File: config.mk
export PLATFORM = sky130hd
export DESIGN_NAME = glyph_row_blit_yuv422_core_flat
export DESIGN_NICKNAME = d
export VERILOG_FILES = /design/src/hdl/grbyuv_pkg.sv /design/src/hdl/grbyuv_if.sv /design/src/hdl/glyph_row_blit_yuv422_core.sv /design/src/hdl/grbyuv_front.sv /design/src/hdl/grbyuv_fifo.sv /design/src/hdl/grbyuv_back.sv /design/src/flat_wrapper.sv
export SDC_FILE = /design/constraint.sdc
export NUM_CORES = 1
export LEC_CHECK = 0
export ABC_AREA = 0
export BUFFER_PORTS_ARGS = -buffer_cell sky130_fd_sc_hd__buf_2
export CAP_MARGIN = 20
export CELL_PAD_IN_SITES_DETAIL_PLACEMENT = 1
export CELL_PAD_IN_SITES_GLOBAL_PLACEMENT = 1
export CORE_ASPECT_RATIO = 2
export CORE_UTILIZATION = 40
export CTS_CLUSTER_SIZE = 20
export DETAILED_ROUTE_END_ITERATION = 8
export GPL_ROUTABILITY_DRIVEN = 0
export PLACE_DENSITY = 0.65
export SLEW_MARGIN = 10
export SYNTH_ARGS = -nofsm -noshare
export SYNTH_HDL_FRONTEND = slang
export SYNTH_SLANG_ARGS = --single-unit
export TNS_END_PERCENT = 20
File: constraint.sdc
create_clock -name clk_i -period 7.25 [get_ports clk_i]
set_input_delay 1.45 -clock clk_i [delete_from_list [all_inputs] [get_ports clk_i]]
set_output_delay 1.45 -clock clk_i [all_outputs]
set_load 0.03 [all_outputs]
File: src/hdl/grbyuv_pkg.sv
`default_nettype none
package grbyuv_pkg;

  // Glyph geometry
  localparam int GLYPH_WIDTH  = 11;
  localparam int GLYPH_HEIGHT = 14;

  // Field widths
  localparam int COORD_W   = 13;
  localparam int ROFF_W    = 4;
  localparam int BITS_W    = 32;
  localparam int ADDR_W    = 32;
  localparam int DIM_W     = 12;
  localparam int STRIDE_W  = 16;
  localparam int PAL_W     = 24;
  localparam int BYTE_W    = 8;
  localparam int CFG_IDX_W = 3;
  localparam int CFG_DAT_W = 24;
  localparam int COL_W     = 4;   // glyph column index, holds up to 15
  localparam int PROD_W    = DIM_W + STRIDE_W;

  // Register reset values
  localparam logic [DIM_W-1:0]    FB_WIDTH_RST   = 12'd640;
  localparam logic [DIM_W-1:0]    FB_HEIGHT_RST  = 12'd480;
  localparam logic [STRIDE_W-1:0] ROW_STRIDE_RST = 16'd1280;
  localparam logic [PAL_W-1:0]    PAL0_RST       = 24'h108080;
  localparam logic [PAL_W-1:0]    PAL1_RST       = 24'h468080;
  localparam logic [PAL_W-1:0]    PAL2_RST       = 24'h7C8080;
  localparam logic [PAL_W-1:0]    PAL3_RST       = 24'hB38080;

  typedef enum logic [CFG_IDX_W-1:0] {
    CFG_FB_WIDTH   = 3'd0,
    CFG_FB_HEIGHT  = 3'd1,
    CFG_ROW_STRIDE = 3'd2,
    CFG_PAL_ZERO   = 3'd3,
    CFG_PAL_ONE    = 3'd4,
    CFG_PAL_TWO    = 3'd5,
    CFG_PAL_THREE  = 3'd6
  } cfg_idx_e;

  typedef struct packed {
    logic [DIM_W-1:0]          fb_width;
    logic [DIM_W-1:0]          fb_height;
    logic [STRIDE_W-1:0]       row_stride;
    logic [3:0][PAL_W-1:0]     palette;
  } cfg_t;

  // One drawable row as handed from the front to the back
  typedef struct packed {
    logic [ADDR_W-1:0] addr;
    logic [COL_W-1:0]  c_first;
    logic [COL_W-1:0]  c_last;
    logic              col_odd;
    logic [BITS_W-1:0] bits;
  } desc_t;

endpackage
`default_nettype wire

File: src/hdl/grbyuv_if.sv
`default_nettype none
interface grbyuv_item_if;
  logic                                    valid;
  logic                                    ready;
  logic signed [grbyuv_pkg::COORD_W-1:0]   glyph_x;
  logic signed [grbyuv_pkg::COORD_W-1:0]   glyph_y;
  logic [grbyuv_pkg::ROFF_W-1:0]           row_offset;
  logic [grbyuv_pkg::BITS_W-1:0]           row_bits;
  logic                                    interlaced;
  logic                                    field_parity;
  logic [grbyuv_pkg::ADDR_W-1:0]           base_address;

  modport source (output valid, glyph_x, glyph_y, row_offset, row_bits, interlaced,
                  field_parity, base_address, input ready);
  modport sink (input valid, glyph_x, glyph_y, row_offset, row_bits, interlaced,
                field_parity, base_address, output ready);
endinterface

interface grbyuv_wr_if;
  logic                              valid;
  logic                              ready;
  logic [grbyuv_pkg::ADDR_W-1:0]     write_address;
  logic [grbyuv_pkg::BYTE_W-1:0]     luma_byte;
  logic [grbyuv_pkg::BYTE_W-1:0]     chroma_byte;
  logic                              last_write;

  modport source (output valid, write_address, luma_byte, chroma_byte, last_write,
                  input ready);
  modport sink (input valid, write_address, luma_byte, chroma_byte, last_write,
                output ready);
endinterface

interface grbyuv_cfg_if;
  logic                                valid;
  logic                                ready;
  logic [grbyuv_pkg::CFG_IDX_W-1:0]    index;
  logic [grbyuv_pkg::CFG_DAT_W-1:0]    data;

  modport source (output valid, index, data, input ready);
  modport sink (input valid, index, data, output ready);
endinterface
`default_nettype wire

File: src/hdl/glyph_row_blit_yuv422_core.sv
// An accepted row passes clip, multiply, queue and pixel unit to its output register.
// Throughput: one write per cycle while the write sink is ready; one write per visible pixel.
// Rows that clip away entirely are dropped at the clip stage and take no pixel-unit time.
// The pixel unit (one palette lookup per cycle while the sink is ready) sets the sustained rate.
// Reset: asynchronous, active low; empties the pipeline and queue and loads register defaults.
`default_nettype none
module glyph_row_blit_yuv422_core (
  input  wire           clk_i,
  input  wire           rst_ni,
  grbyuv_item_if.sink   item_i,
  grbyuv_cfg_if.sink    cfg_i,
  grbyuv_wr_if.source   wr_o
);

  grbyuv_pkg::cfg_t  cfg_q;
  grbyuv_pkg::desc_t push_desc, head_desc;
  logic              push, push_ready, pop_valid, pop;

  // Register writes are never stalled: ready is tied high
  assign cfg_i.ready = 1'b1;

  always_ff @(posedge clk_i or negedge rst_ni) begin
    if (!rst_ni) begin
      cfg_q.fb_width   <= grbyuv_pkg::FB_WIDTH_RST;
      cfg_q.fb_height  <= grbyuv_pkg::FB_HEIGHT_RST;
      cfg_q.row_stride <= grbyuv_pkg::ROW_STRIDE_RST;
      cfg_q.palette[0] <= grbyuv_pkg::PAL0_RST;
      cfg_q.palette[1] <= grbyuv_pkg::PAL1_RST;
      cfg_q.palette[2] <= grbyuv_pkg::PAL2_RST;
      cfg_q.palette[3] <= grbyuv_pkg::PAL3_RST;
    end else if (cfg_i.valid) begin
      case (grbyuv_pkg::cfg_idx_e'(cfg_i.index))
        grbyuv_pkg::CFG_FB_WIDTH:   cfg_q.fb_width   <= cfg_i.data[11:0];
        grbyuv_pkg::CFG_FB_HEIGHT:  cfg_q.fb_height  <= cfg_i.data[11:0];
        grbyuv_pkg::CFG_ROW_STRIDE: cfg_q.row_stride <= cfg_i.data[15:0];
        grbyuv_pkg::CFG_PAL_ZERO:   cfg_q.palette[0] <= cfg_i.data;
        grbyuv_pkg::CFG_PAL_ONE:    cfg_q.palette[1] <= cfg_i.data;
        grbyuv_pkg::CFG_PAL_TWO:    cfg_q.palette[2] <= cfg_i.data;
        grbyuv_pkg::CFG_PAL_THREE:  cfg_q.palette[3] <= cfg_i.data;
        default: begin
          // unmapped index: drop the beat
        end
      endcase
    end
  end

  // Front: clip the row against the screen and field, form the start address
  grbyuv_front u_front (
    .clk_i        (clk_i),
    .rst_ni       (rst_ni),
    .item_i       (item_i),
    .cfg_i        (cfg_q),
    .push_o       (push),
    .desc_o       (push_desc),
    .push_ready_i (push_ready)
  );

  // Two-deep queue decouples row classification from pixel emission
  grbyuv_fifo u_fifo (
    .clk_i        (clk_i),
    .rst_ni       (rst_ni),
    .push_i       (push),
    .desc_i       (push_desc),
    .push_ready_o (push_ready),
    .pop_valid_o  (pop_valid),
    .desc_o       (head_desc),
    .pop_i        (pop)
  );

  // Back: walk visible columns, one palette write per beat, flag the last
  grbyuv_back u_back (
    .clk_i       (clk_i),
    .rst_ni      (rst_ni),
    .cfg_i       (cfg_q),
    .pop_valid_i (pop_valid),
    .desc_i      (head_desc),
    .pop_o       (pop),
    .wr_o        (wr_o)
  );

endmodule
`default_nettype wire

File: src/hdl/grbyuv_front.sv
`default_nettype none
module grbyuv_front (
  input  wire                   clk_i,
  input  wire                   rst_ni,
  grbyuv_item_if.sink           item_i,
  input  grbyuv_pkg::cfg_t      cfg_i,
  output logic                  push_o,
  output grbyuv_pkg::desc_t     desc_o,
  input  wire                   push_ready_i
);

  // Stage 1: classify and clip
  logic                                 s1_v_q;
  logic [grbyuv_pkg::DIM_W-1:0]         s1_row_q;
  logic [grbyuv_pkg::DIM_W-1:0]         s1_col_q;
  logic [grbyuv_pkg::COL_W-1:0]         s1_cf_q;
  logic [grbyuv_pkg::COL_W-1:0]         s1_cl_q;
  logic [grbyuv_pkg::BITS_W-1:0]        s1_bits_q;
  logic [grbyuv_pkg::ADDR_W-1:0]        s1_base_q;

  // Stage 2: row multiply
  logic                                 s2_v_q;
  logic [grbyuv_pkg::PROD_W-1:0]        s2_prod_q;
  logic [grbyuv_pkg::ADDR_W-1:0]        s2_base_q;
  logic [grbyuv_pkg::COL_W-1:0]         s2_cf_q;
  logic [grbyuv_pkg::COL_W-1:0]         s2_cl_q;
  logic                                 s2_odd_q;
  logic [grbyuv_pkg::BITS_W-1:0]        s2_bits_q;

  logic        s2_ready, s1_ready, accept;
  logic [13:0] line, gx_ext, wid, neg;
  logic        roff_ok, line_ok, par_ok, lo_ok, hi_ok, keep;
  logic [grbyuv_pkg::DIM_W-1:0] row;
  logic [grbyuv_pkg::COL_W-1:0] c_first, c_last;
  logic [13:0] col_first;

  assign s2_ready     = !s2_v_q || push_ready_i;
  assign s1_ready     = !s1_v_q || s2_ready;
  assign item_i.ready = s1_ready;
  assign accept       = item_i.valid && s1_ready;

  always_comb begin
    line    = {item_i.glyph_y[12], item_i.glyph_y} + {10'd0, item_i.row_offset};
    roff_ok = {1'b0, item_i.row_offset} < 5'(grbyuv_pkg::GLYPH_HEIGHT);
    line_ok = !line[13] && (line[12:0] < {1'b0, cfg_i.fb_height});
    par_ok  = !item_i.interlaced || (line[0] == item_i.field_parity);
    row     = item_i.interlaced ? {1'b0, line[11:1]} : line[11:0];

    gx_ext  = {item_i.glyph_x[12], item_i.glyph_x};
    neg     = 14'd0 - gx_ext;
    wid     = {2'b00, cfg_i.fb_width} - gx_ext;

    // leftmost glyph column on screen
    if (gx_ext[13]) begin
      lo_ok   = neg[12:0] < 13'(grbyuv_pkg::GLYPH_WIDTH);
      c_first = neg[grbyuv_pkg::COL_W-1:0];
    end else begin
      lo_ok   = 1'b1;
      c_first = '0;
    end

    // rightmost glyph column left of the right edge
    hi_ok = !wid[13] && (wid != 14'd0);
    if (wid[12:0] >= 13'(grbyuv_pkg::GLYPH_WIDTH)) begin
      c_last = grbyuv_pkg::COL_W'(grbyuv_pkg::GLYPH_WIDTH - 1);
    end else begin
      c_last = wid[grbyuv_pkg::COL_W-1:0] - grbyuv_pkg::COL_W'(1);
    end

    col_first = gx_ext + {10'd0, c_first};
    keep = roff_ok && line_ok && par_ok && lo_ok && hi_ok && (c_first <= c_last);
  end

  always_ff @(posedge clk_i or negedge rst_ni) begin
    if (!rst_ni) begin
      s1_v_q <= 1'b0;
      s2_v_q <= 1'b0;
    end else begin
      if (s1_ready) begin
        s1_v_q <= accept && keep;
      end
      if (s2_ready) begin
        s2_v_q <= s1_v_q;
      end
    end
  end

  always_ff @(posedge clk_i) begin
    if (s1_ready) begin
      s1_row_q  <= row;
      s1_col_q  <= col_first[grbyuv_pkg::DIM_W-1:0];
      s1_cf_q   <= c_first;
      s1_cl_q   <= c_last;
      s1_bits_q <= item_i.row_bits;
      s1_base_q <= item_i.base_address;
    end
    if (s2_ready) begin
      s2_prod_q <= s1_row_q * cfg_i.row_stride;
      s2_base_q <= s1_base_q + {19'd0, s1_col_q, 1'b0};
      s2_cf_q   <= s1_cf_q;
      s2_cl_q   <= s1_cl_q;
      s2_odd_q  <= s1_col_q[0];
      s2_bits_q <= s1_bits_q;
    end
  end

  assign push_o         = s2_v_q;
  assign desc_o.addr    = s2_base_q + {4'd0, s2_prod_q};
  assign desc_o.c_first = s2_cf_q;
  assign desc_o.c_last  = s2_cl_q;
  assign desc_o.col_odd = s2_odd_q;
  assign desc_o.bits    = s2_bits_q;

`ifndef SYNTHESIS
  a_s1_range: assert property (@(posedge clk_i) disable iff (!rst_ni)
    s1_v_q |-> (s1_cf_q <= s1_cl_q) &&
               (s1_cl_q < grbyuv_pkg::COL_W'(grbyuv_pkg::GLYPH_WIDTH)))
    else $error("front: clipped column range is empty or past the glyph");
`endif

endmodule
`default_nettype wire

File: src/hdl/grbyuv_fifo.sv
`default_nettype none
module grbyuv_fifo (
  input  wire                   clk_i,
  input  wire                   rst_ni,
  input  wire                   push_i,
  input  grbyuv_pkg::desc_t     desc_i,
  output logic                  push_ready_o,
  output logic                  pop_valid_o,
  output grbyuv_pkg::desc_t     desc_o,
  input  wire                   pop_i
);

  grbyuv_pkg::desc_t mem_q [2];
  logic              wr_ptr_q, rd_ptr_q;
  logic [1:0]        count_q;
  logic              do_push, do_pop;

  assign pop_valid_o  = count_q != 2'd0;
  assign push_ready_o = (count_q != 2'd2) || pop_i;
  assign do_push      = push_i && push_ready_o;
  assign do_pop       = pop_i && pop_valid_o;
  assign desc_o       = mem_q[rd_ptr_q];

  always_ff @(posedge clk_i or negedge rst_ni) begin
    if (!rst_ni) begin
      wr_ptr_q <= 1'b0;
      rd_ptr_q <= 1'b0;
      count_q  <= 2'd0;
    end else begin
      if (do_push) begin
        wr_ptr_q <= !wr_ptr_q;
      end
      if (do_pop) begin
        rd_ptr_q <= !rd_ptr_q;
      end
      count_q <= count_q + {1'b0, do_push} - {1'b0, do_pop};
    end
  end

  always_ff @(posedge clk_i) begin
    if (do_push) begin
      mem_q[wr_ptr_q] <= desc_i;
    end
  end

`ifndef SYNTHESIS
  a_count_max: assert property (@(posedge clk_i) disable iff (!rst_ni)
    count_q <= 2'd2)
    else $error("fifo: occupancy beyond depth");
  a_ptr_gap: assert property (@(posedge clk_i) disable iff (!rst_ni)
    (count_q == 2'd1) |-> (wr_ptr_q != rd_ptr_q))
    else $error("fifo: pointers disagree with occupancy");
`endif

endmodule
`default_nettype wire

File: src/hdl/grbyuv_back.sv
`default_nettype none
module grbyuv_back (
  input  wire                   clk_i,
  input  wire                   rst_ni,
  input  grbyuv_pkg::cfg_t      cfg_i,
  input  wire                   pop_valid_i,
  input  grbyuv_pkg::desc_t     desc_i,
  output logic                  pop_o,
  grbyuv_wr_if.source           wr_o
);

  logic                             busy_q;
  logic [grbyuv_pkg::ADDR_W-1:0]    addr_q;
  logic [grbyuv_pkg::COL_W-1:0]     c_q, cl_q;
  logic                             odd_q;
  logic [grbyuv_pkg::BITS_W-1:0]    bits_q;

  logic                             out_v_q;
  logic [grbyuv_pkg::ADDR_W-1:0]    out_addr_q;
  logic [grbyuv_pkg::BYTE_W-1:0]    out_luma_q, out_chroma_q;
  logic                             out_last_q;

  logic                             out_free, fire, last_px;
  logic [grbyuv_pkg::BITS_W-1:0]    sh;
  logic [1:0]                       pix;
  logic [grbyuv_pkg::PAL_W-1:0]     ent;

  assign out_free = !out_v_q || wr_o.ready;
  assign fire     = busy_q && out_free;
  assign last_px  = c_q == cl_q;
  assign pop_o    = pop_valid_i && (!busy_q || (fire && last_px));

  always_comb begin
    sh  = bits_q >> (5'd30 - {c_q, 1'b0});
    pix = sh[1:0];
    ent = cfg_i.palette[pix];
  end

  always_ff @(posedge clk_i or negedge rst_ni) begin
    if (!rst_ni) begin
      busy_q  <= 1'b0;
      out_v_q <= 1'b0;
    end else begin
      if (pop_o) begin
        busy_q <= 1'b1;
      end else if (fire && last_px) begin
        busy_q <= 1'b0;
      end
      if (out_free) begin
        out_v_q <= fire;
      end
    end
  end

  always_ff @(posedge clk_i) begin
    if (pop_o) begin
      addr_q <= desc_i.addr;
      c_q    <= desc_i.c_first;
      cl_q   <= desc_i.c_last;
      odd_q  <= desc_i.col_odd;
      bits_q <= desc_i.bits;
    end else if (fire) begin
      // advance one pixel
      addr_q <= addr_q + grbyuv_pkg::ADDR_W'(2);
      c_q    <= c_q + grbyuv_pkg::COL_W'(1);
      odd_q  <= !odd_q;
    end
    if (fire) begin
      out_addr_q   <= addr_q;
      out_luma_q   <= ent[23:16];
      out_chroma_q <= odd_q ? ent[7:0] : ent[15:8];
      out_last_q   <= last_px;
    end
  end

  assign wr_o.valid         = out_v_q;
  assign wr_o.write_address = out_addr_q;
  assign wr_o.luma_byte     = out_luma_q;
  assign wr_o.chroma_byte   = out_chroma_q;
  assign wr_o.last_write    = out_last_q;

`ifndef SYNTHESIS
  a_col_bound: assert property (@(posedge clk_i) disable iff (!rst_ni)
    busy_q |-> (c_q <= cl_q))
    else $error("back: column counter ran past the row's end");
  a_row_done: assert property (@(posedge clk_i) disable iff (!rst_ni)
    (fire && last_px && !pop_valid_i) |=> !busy_q)
    else $error("back: still busy after the final pixel");
`endif

endmodule
`default_nettype wire

File: src/flat_wrapper.sv
// flat-port wrapper written by rule: the top's interface ports become plain ports
module glyph_row_blit_yuv422_core_flat 
  (clk_i, rst_ni, item_i_valid, item_i_glyph_x, item_i_glyph_y, item_i_row_offset, item_i_row_bits, item_i_interlaced, item_i_field_parity, item_i_base_address, item_i_ready, cfg_i_valid, cfg_i_index, cfg_i_data, cfg_i_ready, wr_o_valid, wr_o_write_address, wr_o_luma_byte, wr_o_chroma_byte, wr_o_last_write, wr_o_ready);
  grbyuv_item_if item_i_i ();
  grbyuv_cfg_if cfg_i_i ();
  grbyuv_wr_if wr_o_i ();
  input  wire clk_i;
  input  wire rst_ni;
  input wire logic [$bits(item_i_i.valid)-1:0] item_i_valid;
  input wire logic [$bits(item_i_i.glyph_x)-1:0] item_i_glyph_x;
  input wire logic [$bits(item_i_i.glyph_y)-1:0] item_i_glyph_y;
  input wire logic [$bits(item_i_i.row_offset)-1:0] item_i_row_offset;
  input wire logic [$bits(item_i_i.row_bits)-1:0] item_i_row_bits;
  input wire logic [$bits(item_i_i.interlaced)-1:0] item_i_interlaced;
  input wire logic [$bits(item_i_i.field_parity)-1:0] item_i_field_parity;
  input wire logic [$bits(item_i_i.base_address)-1:0] item_i_base_address;
  output wire logic [$bits(item_i_i.ready)-1:0] item_i_ready;
  input wire logic [$bits(cfg_i_i.valid)-1:0] cfg_i_valid;
  input wire logic [$bits(cfg_i_i.index)-1:0] cfg_i_index;
  input wire logic [$bits(cfg_i_i.data)-1:0] cfg_i_data;
  output wire logic [$bits(cfg_i_i.ready)-1:0] cfg_i_ready;
  output wire logic [$bits(wr_o_i.valid)-1:0] wr_o_valid;
  output wire logic [$bits(wr_o_i.write_address)-1:0] wr_o_write_address;
  output wire logic [$bits(wr_o_i.luma_byte)-1:0] wr_o_luma_byte;
  output wire logic [$bits(wr_o_i.chroma_byte)-1:0] wr_o_chroma_byte;
  output wire logic [$bits(wr_o_i.last_write)-1:0] wr_o_last_write;
  input wire logic [$bits(wr_o_i.ready)-1:0] wr_o_ready;
  assign item_i_i.valid = item_i_valid;
  assign item_i_i.glyph_x = item_i_glyph_x;
  assign item_i_i.glyph_y = item_i_glyph_y;
  assign item_i_i.row_offset = item_i_row_offset;
  assign item_i_i.row_bits = item_i_row_bits;
  assign item_i_i.interlaced = item_i_interlaced;
  assign item_i_i.field_parity = item_i_field_parity;
  assign item_i_i.base_address = item_i_base_address;
  assign item_i_ready = item_i_i.ready;
  assign cfg_i_i.valid = cfg_i_valid;
  assign cfg_i_i.index = cfg_i_index;
  assign cfg_i_i.data = cfg_i_data;
  assign cfg_i_ready = cfg_i_i.ready;
  assign wr_o_valid = wr_o_i.valid;
  assign wr_o_write_address = wr_o_i.write_address;
  assign wr_o_luma_byte = wr_o_i.luma_byte;
  assign wr_o_chroma_byte = wr_o_i.chroma_byte;
  assign wr_o_last_write = wr_o_i.last_write;
  assign wr_o_i.ready = wr_o_ready;
  glyph_row_blit_yuv422_core u_core (.clk_i(clk_i), .rst_ni(rst_ni), .item_i(item_i_i), .cfg_i(cfg_i_i), .wr_o(wr_o_i));
endmodule
==> results.cfg, run 1 <==
[run_status]
outcome = finished, final reports clean

[floorplan]
die-area_sq_um = 82100
die_x_um = 203
die_y_um = 404
ios = 180
core_area_sq_um = 80200
initial_utilization_pct = 40.3
rows = 147

[worst_setup_path]
crit_family = adder cells
reg2reg_from = u_core.u_front.s1_row_q[5]$_DFFE_PN_
cp-start-kind = flip-flop
cp-end-kind = flip-flop
cp.buffers_inverters = 3
worst-path-max-fanout = 16
crit_top_cell = fa_1
crit_start = u_core.u_front.s1_row_q[5]$_DFFE_PN_
cpPeakStageDelay_ps = 790
slowest_stage = edfxtp_1
crit_required_ps = 7610
cp.arrival_ps = 6600
path_cells = nand2_1, fa_1, fa_1, fa_1, inv_1, fa_1, inv_1, fa_1, inv_1, ha_1, a21o_1, a21oi_1, o2111a_1, o21ai_0, nor2_1, o21ai_0, a221o_1, a21oi_1, xnor2_1
crit_type = reg -> reg

[cts]
cts_sinks = 609
clockRootBuffer = clkbuf_16
cts_tree = done
cts_resized = 0
clock_path_buffers = 3
cts_setup_buffers = 0
ctsHoldBuffers = 0
cts_made_buffers = 55
clkTransAtPathRegs_ps = 70
cts-htree-levels = 2
clock_latency_ps = 650

[finish]
seqCellArea_sq_um = 17600
final_util_pct = 45.4
fin_cells = 3698
nNetsFinal = 3026
syn_to_final_growth_pct = 12.5
multiInputGateArea_sq_um = 13600
stdcell_area_sq_um = 36400
nFillCells = 8312
drive_above_1_share_pct = 19.2

[yosys]
synth-adder-area-share_pct = 14.6
ys_seq_elements = 609
synth-simple-area-share_pct = 8.33
synth-xor-area-share_pct = 3.82
postSynth.asyncResetShare_pct = 23.6
synth_compound_area_share_pct = 5.71
synth_cells = 2434
yosys_warnings = 0
synth.net_count = 2853
muxShareOfSynthArea_pct = 9.14
synthesis.area_sq_um = 32300
yosysSeqAreaShare_pct = 54.4
synthFlopType = edfxtp_1
synth-edff-count = 465
synth.avg_cell_area_sq_um = 13.3
synth_top_family_by_area = adder cells
synth_cell_types = 70

[timing]
hold_viol_final = 0
fin_crit_ps = 6240
rsz0062_at_grt = false
maxSlewHeadroom_pct = 29.6
clock.fmax_mhz = 160
worstMarginPinSlew_ps = 1050
setup_tns_ps = 0
skew_ps = 46.2
slew_violations = 0
hold_ws_ps = 417
finalSetupViolations = 0
fin_crit_sh_pct = 86.1

[grt]
grt_overflow = 0
track_usage_pct = 18.5
grt_max_degree = 85
grt_pass1_wl_mm = 118
grt_pass1_vias = 21600
antenna_found_initial = 6

[power_and_ir_drop]
powerDensity_nw_per_um2 = 510
p_leak_uw = 0.0148
vdd_drop_max_mv = 0.452

[drt]
drt-initial-drc-count = 674
num_vias = 19000
drt_wl_total_mm = 73.9
routedWlPerCell_um = 20.0
avgViaCountPerCell = 5.15
dr.pass1.iters = 5
drc = 0
antenna_left = 0

[min_path]
min_path_type = reg -> reg
min_from = u_core.u_front.s1_bits_q[0]$_DFFE_PN_

[place]
placed_area_sq_um = 34400
hpwl_mm = 56.0
dp.cells = 3592
port_buffers = 178

[job]
max_cap_viol_count = 0
-- power by group --
group          switching, uW  internal (uW)  total, uW
clock network           1360           1760       3120
registers                506           5050       5560
logic                   5600           4280       9880
total                   7470          11100      18600
-- flip-flops by register name (all words and copies together) (netlist names), 2 cells and up --
register and cells:
u_core.cfg_q 136, u_core.u_front.s2_bits_q 32, u_core.u_front.s1_cf_q 4, u_core.u_back.bits_q 32, u_core.u_fifo.count_q 2, u_core.u_front.s1_bits_q 32, u_core.u_front.s1_col_q 12, u_core.u_back.addr_q 32
u_core.u_front.s1_row_q 12, u_core.u_fifo.mem_q 146, u_core.u_front.s2_prod_q 28, u_core.u_front.s1_cl_q 4, u_core.u_back.wr_o.chroma_byte 8, u_core.u_back.cl_q 4, u_core.u_front.s2_base_q 32, u_core.u_front.s2_cf_q 4
u_core.u_back.wr_o.luma_byte 8, u_core.u_back.c_q 4, u_core.u_back.wr_o.write_address 32, u_core.u_front.s1_base_q 32, u_core.u_front.s2_cl_q 4
-- cell usage after synthesis (all sizes together), types with 23 or more instances --
library cell / n / area [sq um]
edfxtp: 465 / 14000
inv: 243 / 912
nand2: 221 / 830
mux2: 171 / 1930
ha: 147 / 1840
fa: 144 / 2880
dfrtp: 114 / 2850
a21oi: 91 / 455
xnor2: 88 / 771
nor2: 75 / 282
and2: 73 / 457
o21ai: 71 / 355
clkbuf: 70 / 283
xor2: 53 / 464
nand3: 39 / 195
nor2b: 38 / 238
mux4: 34 / 871
a211oi: 30 / 225
dfstp: 30 / 788
a21o: 26 / 195
nor3: 23 / 115
-- per-stage QoR --
step,setup WS (ps),total power (uW)
floorplan,1410,13100
global placement,1200,15100
CTS,999,18900
detailed placement,1010,15600
global route,691,20200
finish,1010,18600
-- metal layers --
metal | routed length [um] | global-route usage (%)
met3 | 2530 | 2.43
met4 | 2120 | 5.94
met5 | 28 | 0
met2 | 41300 | 36.3
met1 | 27900 | 20.2
-- cells by family after synthesis --
kind of cell,after synthesis
AOI/OAI and AO/OA,294
xor gates and xnor gates,141
adders and majority gates,291
buffers and inverters,323
DFF,609
muxes,221
other,1
and+or+nand+nor,554
-- layout by cell type (no fill, tap or decap), types with 73 or more instances in the layout --
| cell | netlist | routed |
|---|---|---|
| buf_2 | 0 | 177 |
| dfrtp_1 | 114 | 113 |
| a21oi_1 | 91 | 91 |
| mux2_2 | 171 | 171 |
| fa_1 | 144 | 144 |
| ha_1 | 147 | 147 |
| nand2_1 | 221 | 220 |
| inv_1 | 243 | 243 |
| edfxtp_1 | 465 | 465 |
| xnor2_1 | 88 | 88 |
| nor2_1 | 75 | 73 |
-- area by class of cell --
type | instances | share of cell area [%]
diodes | 1 | 0.00688
clock buffers | 66 | 3.95
clock inverters | 38 | 1.40
inverters | 243 | 2.51
multi-input cells | 1502 | 37.2
flip-flops and latches | 609 | 48.4
well taps | 1043 | 3.59
repair buffers | 196 | 2.91
-- worst paths after layout --
| path | cells after the start | to | slack (ps) |
|---|---|---|---|
| setup / recovery | 19 | u_core.u_front.s2_prod_q[27]$_DFFE_PP_ | 1010 |
| hold reg to reg | 0 | u_core.u_front.s2_bits_q[0]$_DFFE_PP_ | 420 |
| max in group asynchronous | 2 | u_core.u_fifo.rd_ptr_q$_DFFE_PN0P_ | 5230 |
| min in group asynchronous | 1 | u_core.cfg_q[65]$_DFFE_PN0P_ | 770 |
| setup reg to reg | 19 | u_core.u_front.s2_prod_q[27]$_DFFE_PP_ | 1010 |
| hold / removal | 0 | u_core.u_front.s2_bits_q[0]$_DFFE_PP_ | 420 |
Power figures use the tool's default switching activity.
==> run 2, diff against run 1 <==
--- a/config.mk
+++ b/config.mk
@@ -19,5 +19,6 @@
 export SLEW_MARGIN = 10
 export SYNTH_ARGS = -nofsm -noshare
 export SYNTH_HDL_FRONTEND = slang
+export SYNTH_HIERARCHICAL = 1
 export SYNTH_SLANG_ARGS = --single-unit
 export TNS_END_PERCENT = 20
==> run 2 against run 1 <==
The flow now finishes with violations (design-rule violations). Synthesized cell count increased by 1.4%. Count of clock-buffer cells in the layout decreased by 4. Register-to-register slack got worse by 40 ps. Wire length increased by 5.6%. Global-route usage increased by 0.28 points. Highest routed layer unchanged. Setup slack got worse by 35 ps. Via count increased by 1.5%.
==> results.cfg, run 2 <==
[place]
dp.cells = 3643
hpwl_mm = 59.1
placed_area_sq_um = 35200
dp_slack_ps = 794
port_buffers = 178

[worst_setup_path]
crit_top_cell = fa_1
slowest_stage = edfxtp_1
crit_family = adder cells
crit_required_ps = 7600
cp.arrival_ps = 6630
cp.buffers_inverters = 3
crit_type = reg -> reg
cp-start-kind = flip-flop
cp-end-kind = flip-flop
worst-path-max-fanout = 16
cpPeakStageDelay_ps = 740
path_cells = nand2_1, fa_1, fa_1, inv_1, ha_1, fa_1, inv_1, fa_1, inv_1, ha_1, a21oi_1, o211ai_1, o311ai_1, a31oi_1, a41oi_1, o221ai_1, a21oi_1, xnor2_1

[job]
max_cap_viol_count = 0

[power_and_ir_drop]
vdd_drop_max_mv = 0.582
p_leak_uw = 0.0155
powerDensity_nw_per_um2 = 513

[yosys]
synth_top_cell_by_area = edfxtp_1
synth_cells = 2467
ys_seq_elements = 609
synthFlopType = edfxtp_1
synth.avg_cell_area_sq_um = 13.5
synth-edff-count = 465
synth.net_count = 2886
synth_top_area_share_pct = 41.9
yosys_warnings = 6
yosys-top-cells-area = edfxtp_1, fa_1, dfrtp_1
synthesis.area_sq_um = 33300
synth_cell_types = 99
postSynth.asyncResetShare_pct = 23.6
yosysSeqAreaShare_pct = 52.8
synth_common_cells = edfxtp_1, inv_1, nand2_1, ha_1, fa_1
synth.most_common_cell = edfxtp_1

[cts]
cts_sinks = 609
ctsHoldBuffers = 0
cts-htree-levels = 2
clkTransAtPathRegs_ps = 60
clock_latency_ps = 670
cts_setup_buffers = 0
cts_made_buffers = 56
cts_resized = 0
cts_tree = done
clockRootBuffer = clkbuf_16
clock_path_buffers = 3

[grt]
grt_pass1_vias = 21900
track_usage_pct = 18.8
antenna_found_initial = 6
grt_max_degree = 74
grt_pass1_wl_mm = 121
grt_overflow = 0

[timing]
fin_crit_ps = 6280
slew_violations = 0
setup_tns_ps = 0
worstMarginPinSlew_ps = 1030
skew_ps = 60.4
maxSlewHeadroom_pct = 30.9
fin_crit_sh_pct = 86.6
setup_ws_ps = 974
finalSetupViolations = 0
rsz0062_at_grt = false
clock.fmax_mhz = 159
hold_viol_final = 0

[floorplan]
die_x_um = 206
ios = 180
die_y_um = 410
rows = 149
die-area_sq_um = 84600
core_area_sq_um = 82600
initial_utilization_pct = 40.4

[finish]
largest_reg_flops = 146
final_util_pct = 45.3
nNetsFinal = 3067
drive_above_1_share_pct = 22.8
reg_top3 = u_core/u_fifo/mem_q x146, u_core/cfg_q x136
top_register = u_core/u_fifo/mem_q
final_common_cell = edfxtp_1
final_cell_mix = edfxtp_1, inv_1, nand2_1, buf_2, ha_1
nFillCells = 8449
fin_cells = 3756
syn_to_final_growth_pct = 12.1
stdcell_area_sq_um = 37400

[drt]
dr.pass1.iters = 7
drt-initial-drc-count = 665
num_vias = 19300
drt_wl_total_mm = 78.1
routedWlPerCell_um = 20.8
avgViaCountPerCell = 5.15
antenna_left = 0
drc = 48

[run_status]
outcome = finished, violations left
violations = design-rule violations

[min_path]
min_path_type = reg -> reg
## run 2: cell types whose count changed after synthesis, moves of 8 or more
cell / previous run / this run
mux2_4: 0 / 107
mux2_2: 171 / 131
nor2b_1: 38 / 8
o21ai_0: 71 / 42
clkbuf_1: 68 / 41
mux4_1: 28 / 1
nand2_1: 221 / 196
a211oi_1: 30 / 8
mux2i_1: 16 / 38
nor2_1: 75 / 95
buf_6: 2 / 13
and2_1: 73 / 81
## run 2: final cells by class
type,instances,area (sq um),share of cell area (%)
timing repair buffer,197,1090,2.92
clock inverter,44,616,1.65
tap,1057,1320,3.54
antenna,3,7.51,0.0201
clock buffer,62,1470,3.92
multi-input combinational,1538,14300,38.4
sequential,609,17600,47.1
inverter,246,923,2.47
## run 2: layer usage
| metal | vias up | part of all wire [%] | GRT usage [%] | wire, um |
|---|---|---|---|---|
| li1 | 9045 | - | - | - |
| met1 | 9763 | 38 | 20.2 | 29400 |
| met2 | 342 | 55 | 35.8 | 42800 |
| met3 | 176 | 2.9 | 2.25 | 2260 |
| met4 | 4 | 4.7 | 8.92 | 3660 |
| met5 | - | 0.029 | 0 | 23 |
## run 2: per-stage QoR
stage          hold slack [ps]  total power [uW]
2_1_floorplan              400             13500
3_3_place_gp               402             15500
3_5_place_dp               405             16000
4_1_cts                    406             19400
5_1_grt                    415             20700
6_report                   411             19200
## run 2: power breakdown
part / total, uW / internal, uW / switching, uW / leakage (uW)
clock: 3270 / 1880 / 1390 / 0.000988
combinational: 10400 / 4540 / 5820 / 0.00829
sequential: 5530 / 5030 / 506 / 0.00625
## run 2: path summary, 6_finish.rpt
check	from	endpoint	slack, ps	cells after the start
worst min-delay path	u_core/u_front/s1_bits_q[13]$_DFFE_PN_	u_core/u_front/s2_bits_q[13]$_DFFE_PP_	410	0
worst max-delay path	u_core/u_front/s1_row_q[5]$_DFFE_PN_	u_core/u_front/s2_prod_q[27]$_DFFE_PP_	970	18
worst max register to register	u_core/u_front/s1_row_q[5]$_DFFE_PN_	u_core/u_front/s2_prod_q[27]$_DFFE_PP_	970	18
max in group asynchronous	rst_ni	u_core/cfg_q[104]$_DFFE_PN1P_	5240	3
worst min register to register	u_core/u_front/s1_bits_q[13]$_DFFE_PN_	u_core/u_front/s2_bits_q[13]$_DFFE_PP_	410	0
min in group asynchronous	rst_ni	u_core/cfg_q[1]$_DFFE_PN0P_	810	1
## run 2: logic make-up after synthesis
family,after synthesis,synth area share [%]
AO/OA/AOI/OAI,260,5.20
XOR/XNOR,139,3.67
adder cells (fa/ha/maj),291,14.2
buffers and inverters,320,4.24
flip-flops,609,52.8
multiplexers,293,11.4
other,1,0.0112
AND/OR/NAND/NOR,554,8.51
